File: src/rtl/core/waving_topk_flow_sketch_defines.svh
// ----------------------------------------------------------------------------
// waving_topk_flow_sketch_defines.svh
// Assertion macros used by the waving sketch controller.
// ----------------------------------------------------------------------------
`ifndef WAVING_TOPK_FLOW_SKETCH_DEFINES_SVH
`define WAVING_TOPK_FLOW_SKETCH_DEFINES_SVH

// same-cycle implication, disabled in reset
`define WVTK_ASSERT_IMPL(lbl, clk, rst_n, ante, cons, msg) \
  lbl: assert property (@(posedge clk) disable iff (!rst_n) (ante) |-> (cons)) \
    else $error(msg);

// next-cycle implication, disabled in reset
`define WVTK_ASSERT_NEXT(lbl, clk, rst_n, ante, cons, msg) \
  lbl: assert property (@(posedge clk) disable iff (!rst_n) (ante) |=> (cons)) \
    else $error(msg);

`endif

File: src/rtl/core/wvtk_pkg.sv
// ----------------------------------------------------------------------------
// wvtk_pkg
// Types, constants and helpers of the waving sketch top-k block.
// ----------------------------------------------------------------------------
`default_nettype none

package wvtk_pkg;

  localparam int BUCKETS_DEF          = 1024;
  localparam int CELLS_PER_BUCKET_DEF = 16;
  localparam int COUNT_BITS_DEF       = 32;

  localparam int KEY_W       = 104;
  localparam int KEY_HIGH_W  = 40;
  localparam int KEY_LOW_W   = 64;
  localparam int BKT_IN_W    = 10;
  localparam int CELL_IN_W   = 4;
  localparam int OUT_CNT_W   = 31;
  localparam int IN_TDATA_W  = 120;
  localparam int OUT_TDATA_W = 136;
  localparam int SEED_W      = 32;

  localparam logic [31:0] SEED_RESET = 32'd1324534127;
  localparam logic [31:0] KEY_BYTES  = 32'd13;

  // murmur3 x86_32 constants
  localparam logic [31:0] MUR_C1  = 32'hcc9e2d51;
  localparam logic [31:0] MUR_C2  = 32'h1b873593;
  localparam logic [31:0] MUR_ADD = 32'he6546b64;
  localparam logic [31:0] MUR_F1  = 32'h85ebca6b;
  localparam logic [31:0] MUR_F2  = 32'hc2b2ae35;

  typedef enum logic [1:0] {
    HP_IDLE,
    HP_MIX,
    HP_MOD
  } hsh_phase_e;

  typedef enum logic [3:0] {
    CS_CLEAR,
    CS_IDLE,
    CS_HSTART,
    CS_HASH,
    CS_BASE,
    CS_WCAP,
    CS_SCAN_RD,
    CS_SCAN_EV,
    CS_DECIDE,
    CS_REHASH,
    CS_ADJ,
    CS_REPLACE,
    CS_WAVE,
    CS_RD_ADDR,
    CS_RD_OUT
  } ctl_state_e;

  typedef struct packed {
    logic clr_en;
    logic in_ready;
    logic in_take;
    logic hash_start;
    logic hash_rekey;
    logic base_ld;
    logic wave_cap;
    logic scan_rd;
    logic scan_ev;
    logic rehash_adj;
    logic replace_wr;
    logic wave_wr;
    logic out_load;
  } ctrl_cmd_t;

  typedef struct packed {
    logic clr_last;
    logic hash_busy;
    logic ev_done;
    logic ev_last;
    logic do_replace;
    logic need_rehash;
    logic out_free;
  } dp_status_t;

  function automatic logic [31:0] rotl32(input logic [31:0] x, input int unsigned r);
    return (x << r) | (x >> (32 - r));
  endfunction

endpackage

`default_nettype wire

File: src/rtl/core/wvtk_ctrl.sv
// ----------------------------------------------------------------------------
// wvtk_ctrl
// Controller: clearing pass, insert sequence (hash, scan, replace, waving
// update) and read sequence.
// ----------------------------------------------------------------------------
`default_nettype none
`include "waving_topk_flow_sketch_defines.svh"

module wvtk_ctrl (
  input  wire logic                  clk_i,
  input  wire logic                  rst_ni,
  input  wire logic                  in_valid_i,
  input  wire logic                  in_kind_i,
  input  wire wvtk_pkg::dp_status_t  sts_i,
  output wvtk_pkg::ctrl_cmd_t        cmd_o
);

  import wvtk_pkg::*;

  ctl_state_e state_q, state_d;

  always_comb begin
    state_d = state_q;
    unique case (state_q)
      CS_CLEAR:   if (sts_i.clr_last) state_d = CS_IDLE;
      CS_IDLE: begin
        if (in_valid_i) begin
          state_d = in_kind_i ? CS_RD_ADDR : CS_HSTART;
        end
      end
      CS_HSTART:  state_d = CS_HASH;
      CS_HASH:    if (!sts_i.hash_busy) state_d = CS_BASE;
      CS_BASE:    state_d = CS_WCAP;
      CS_WCAP:    state_d = CS_SCAN_RD;
      CS_SCAN_RD: state_d = CS_SCAN_EV;
      CS_SCAN_EV: begin
        if (sts_i.ev_done) begin
          state_d = CS_IDLE;
        end else if (sts_i.ev_last) begin
          state_d = CS_DECIDE;
        end else begin
          state_d = CS_SCAN_RD;
        end
      end
      CS_DECIDE: begin
        if (!sts_i.do_replace) begin
          state_d = CS_WAVE;
        end else if (sts_i.need_rehash) begin
          state_d = CS_REHASH;
        end else begin
          state_d = CS_REPLACE;
        end
      end
      CS_REHASH:  if (!sts_i.hash_busy) state_d = CS_ADJ;
      CS_ADJ:     state_d = CS_REPLACE;
      CS_REPLACE: state_d = CS_WAVE;
      CS_WAVE:    state_d = CS_IDLE;
      CS_RD_ADDR: state_d = CS_RD_OUT;
      CS_RD_OUT:  if (sts_i.out_free) state_d = CS_IDLE;
      default:    state_d = CS_IDLE;
    endcase
  end

  always_comb begin
    cmd_o = '0;
    unique case (state_q)
      CS_CLEAR:   cmd_o.clr_en = 1'b1;
      CS_IDLE: begin
        cmd_o.in_ready = 1'b1;
        cmd_o.in_take  = in_valid_i;
      end
      CS_HSTART:  cmd_o.hash_start = 1'b1;
      CS_HASH:    ;
      CS_BASE:    cmd_o.base_ld = 1'b1;
      CS_WCAP:    cmd_o.wave_cap = 1'b1;
      CS_SCAN_RD: cmd_o.scan_rd = 1'b1;
      CS_SCAN_EV: cmd_o.scan_ev = 1'b1;
      CS_DECIDE: begin
        if (sts_i.do_replace && sts_i.need_rehash) begin
          cmd_o.hash_start = 1'b1;
          cmd_o.hash_rekey = 1'b1;
        end
      end
      CS_REHASH:  ;
      CS_ADJ:     cmd_o.rehash_adj = 1'b1;
      CS_REPLACE: cmd_o.replace_wr = 1'b1;
      CS_WAVE:    cmd_o.wave_wr = 1'b1;
      CS_RD_ADDR: ;
      CS_RD_OUT:  cmd_o.out_load = sts_i.out_free;
      default:    ;
    endcase
  end

  always_ff @(posedge clk_i or negedge rst_ni) begin
    if (!rst_ni) begin
      state_q <= CS_CLEAR;
    end else begin
      state_q <= state_d;
    end
  end

  `WVTK_ASSERT_IMPL(a_start_idle, clk_i, rst_ni, cmd_o.hash_start, !sts_i.hash_busy, "hash start while busy")
  `WVTK_ASSERT_NEXT(a_start_busy, clk_i, rst_ni, cmd_o.hash_start, sts_i.hash_busy, "hash unit did not start")
  `WVTK_ASSERT_NEXT(a_clear_once, clk_i, rst_ni, state_q != CS_CLEAR, state_q != CS_CLEAR, "clearing pass re-entered")
  `WVTK_ASSERT_NEXT(a_take_leave, clk_i, rst_ni, cmd_o.in_take, state_q != CS_IDLE, "transfer taken but controller stayed idle")

endmodule

`default_nettype wire
File: config.mk
export PLATFORM = sky130hd
export DESIGN_NAME = wvtk_ctrl
export DESIGN_NICKNAME = d
export VERILOG_FILES = /design/src/rtl/core/wvtk_pkg.sv /design/src/rtl/core/wvtk_ctrl.sv
export VERILOG_INCLUDE_DIRS = /design/src /design/src/rtl/core
export SDC_FILE = /design/constraint.sdc
export NUM_CORES = 1
export LEC_CHECK = 0
export ABC_AREA = 1
export BUFFER_PORTS_ARGS = -buffer_cell sky130_fd_sc_hd__buf_2
export CAP_MARGIN = 20
export CORE_AREA = 2 2 39 41
export CTS_CLUSTER_DIAMETER = 50
export CTS_CLUSTER_SIZE = 14
export DETAILED_ROUTE_END_ITERATION = 12
export DIE_AREA = 0 0 41 43
export MAX_ROUTING_LAYER = met4
export PLACE_DENSITY = 0.71
export SYNTH_ARGS = -nofsm -noshare
export SYNTH_HDL_FRONTEND = slang
export SYNTH_SLANG_ARGS = --single-unit
File: constraint.sdc
create_clock -name clk_i -period 2.7 [get_ports clk_i]
set_clock_uncertainty 0.1 [all_clocks]
set_input_delay 0.54 -clock clk_i [delete_from_list [all_inputs] [get_ports clk_i]]
set_output_delay 0.54 -clock clk_i [all_outputs]
set_load 0.03 [all_outputs]
==> reports/results.md <==
| Parameter | Reported | Unit |
|:---|:---|:---|
| Count of standard-cell rows | 14 | - |
| Clock latency reported for the late side of the worst-skew pair | 0.23 | ns |
| Number of buffers added on ports | 23 | - |
| Ports placed on the boundary | 24 | - |
| Via-per-instance ratio | 4.61 | - |
| Core Area | 1380 | um^2 |
| XOR/XNOR share of the synthesized area | 0 | - |
| Worst Path Required | 2.06 | ns |
| Max transition margin | 0.760 | - |
| Synthesized area per cell | 5.10 | um^2 |
| Drt first-iter violations | 16 | - |
| Simple-gate portion of the synthesized area | 0.622 | - |
| Worst stage delay on the critical path | 0.43 | ns |
| Top Family by Delay on Critical Path | simple AND/OR/NAND/NOR gates | - |
| Count of distinct cell types in the synthesized netlist | 14 | - |
| Largest reg by FF count | state_q | - |
| Hold Crit Start | state_q[0] | - |
| Top post-synthesis cells by area | sky130_fd_sc_hd__nand2_1 25%, sky130_fd_sc_hd__dfrtp_1 18%, sky130_fd_sc_hd__inv_1 15%, sky130_fd_sc_hd__nor2_1 10%, sky130_fd_sc_hd__nand3_1 10% | - |
| Layout cells sized above 1 | 0.269 | - |
| Leading registers by flop count | state_q (4) | - |
| Clock period minus worst slack | 2.22 | ns |
| Worst hold path class | reg2reg | - |
| FMAX | 450 | MHz |
| Flip-flop count of the largest register after layout | 4 | - |
| Clock input transition at the sequential cells of the worst setup and hold paths | 0.04 | ns |
| Seq/Total Area, Yosys | 0.183 | - |
| Routed WL per cell | 9.51 | um |
| Overall routed net length | 1430 | um |
| Unrepaired setup endpoints after global routing | false | - |
| Aggregate global routing overflow | 0 | - |
| CTS tree | done | - |
| Nets@finish | 147 | - |
| Vertical extent of the die | 43 | um |
| Root buffer selected by CTS | sky130_fd_sc_hd__clkbuf_4 | - |
| IR drop worst, VDD | 0.000585 | V |
| Non-filler instance count after layout | 150 | - |
| ANT nets after route | 0 | - |
| Number of max-slew violations in the final report | 0 | - |
| DP Wirelength | 1180 | um |
| Overall fraction of global-route tracks in use | 0.198 | - |
| Initial Util | 0.394 | - |
| Die Width | 41 | um |
| Number of detailed-routing iterations run before antenna repair | 4 | - |
| Number of buffers created by CTS | 3 | - |
| Status | finished clean | - |
| Post-synthesis instance area | 546 | um^2 |
| Number of synthesized register bits | 4 | - |
| Max capacitance violation total | 0 | - |
| Period utilization | 0.823 | - |
| Synthesized instance count | 107 | - |
| First-pass GRT wire length | 2360 | um |
| Layout area overhead | 30.7 | % |
| Critical Path AT | 1.58 | ns |
| Buf/Inv on CP | 2 | - |
| Antenna diode count | 0 | - |
| Adder-cell share of the synthesized area | 0 | - |
| Largest fanout on the critical path | 6 | - |
| Highest-count cells in the layout ignoring fill and taps | 37 x sky130_fd_sc_hd__nand2_1, 23 x sky130_fd_sc_hd__buf_2, 22 x sky130_fd_sc_hd__inv_1 | - |
| Largest family of logic cells by synthesized area | simple AND/OR/NAND/NOR gates | - |
| GPL Wtd Cong | 0.792 | - |
| Clock tree buffer depth | 2 | - |
| Via count of the first global-routing pass | 618 | - |
| CP Launch Type | flop | - |
| Total power | 801 | uW |
| Static Leak | 0.492 | nW |
| Crit. End Element | output port | - |
| Number of sinks handled by clock tree synthesis | 4 | - |
| Most frequent standard cell in the layout excluding fill and tap cells | sky130_fd_sc_hd__nand2_1 | - |
| Count of final hold-check violations | 0 | - |
| Total Die Area | 1760 | um^2 |
| Compound-cell area share of the yosys netlist | 0.0298 | - |
| Crit-path slowest cell | sky130_fd_sc_hd__dfrtp_1 | - |
| Top cell by count, worst path | sky130_fd_sc_hd__nor2_1 | - |
| DRC violations left | 0 | - |
| Cell total after placement | 146 | - |
| Initial antenna violation count | 0 | - |
| Cell area power density | 1120 | nW/um^2 |
| Classification of the worst setup path | reg2out | - |
| Worst flop-to-flop path startpoint | state_q[0] | - |
| Count of instances resized after the clock tree is built | 0 | - |
| DR vias | 692 | - |
| H-Tree Level Count | 1 | - |
| Cell accounting for the most synthesized area | sky130_fd_sc_hd__nand2_1 | - |
| Total setup violations reported at the end of the flow | 0 | - |
| Critical-path cell list | nor2_1 -> nand2_1 -> nor2_1 -> inv_1 -> o22ai_1 -> buf_2 | - |
| Worst Tran Pin Value | 0.359 | ns |
| Area share of the leading cell type in the synthesized netlist | 0.255 | - |
| Start point of the critical path | state_q[1] | - |
| Largest net degree at the start of global routing | 9 | - |
| Proportion of synthesized area in mux cells | 0 | - |
| Net count of the mapped netlist | 118 | - |
| Ys Warns | 0 | - |
| Final setup TNS | 0 | ns |
logic make-up after synthesis:
group | after synthesis
flip-flops | 4
buffers and inverters | 24
AO/OA/AOI/OAI | 3
AND/OR/NAND/NOR | 76
cell usage after synthesis, drive strengths merged:
cell type  number
dfrtp           4
inv            24
nand2          37
nand3          13
nand3b          2
nand4           1
nor2           20
nor3            2
o21ai           2
o22ai           1
or2             1
final cells by class:
type                       count  area, um^2
fill                         169         671
multi-input combinational     79         355
sequential                     4         100
tap                           16        20.0
inverter                      24        90.1
timing repair buffer          24         125
clock buffer                   3        22.5
per-layer routing:
| metal | track usage | vias up | share of wire |
|---|---|---|---|
| li1 | - | 382 | - |
| met1 | 0.253 | 293 | 0.47 |
| met2 | 0.300 | 15 | 0.49 |
| met3 | 0.0314 | 2 | 0.043 |
| met4 | 0.0800 | 0 | 0.0042 |
| met5 | - | - | 0 |
repair_timing:
action,in CTS,in global routing
hold endpoints to repair,4,0
hold buffers,1,0
buffers inserted,0,0
endpoints found under the setup margin,0,0
final timing paths:
| check | cells past startpoint | slack [ns] | endpoint |
|---|---|---|---|
| max | 6 | 0.48 | cmd_o[9] |
| min | 2 | 0.48 | state_q[0] |
| max reg2reg | 7 | 1.21 | state_q[1] |
| min reg2reg | 2 | 0.48 | state_q[0] |
| max in group asynchronous | 2 | 1.84 | state_q[2] |
| min in group asynchronous | 2 | 0.54 | state_q[1] |
per-stage QoR:
stage                     hold WS, ns  worst slack [ns]  instance area, um^2   util
after floorplan                 0.144             0.623                  546      -
after global placement          0.249             0.809                  681  0.492
after detailed placement        0.249             0.731                  681  0.492
after CTS                       0.468             0.474                  713  0.515
after global routing            0.528             0.319                  713  0.515
final                           0.483             0.477                  713  0.515
report_power, final:
group | leakage, nW | internal, mW | switching (mW) | total [mW]
sequential | 0.0496 | 0.0926 | 0.0474 | 0.140
clock | 0.0138 | 0.0496 | 0.0229 | 0.0726
combinational | 0.428 | 0.177 | 0.411 | 0.588
tightest hold or removal path, delay by kind of cell (launching register included):
family           cells  cell delay [ns]
AND/OR/NAND/NOR      2             0.13
flip-flops           1             0.42
No activity file was read; power rests on OpenSTA's default activity.
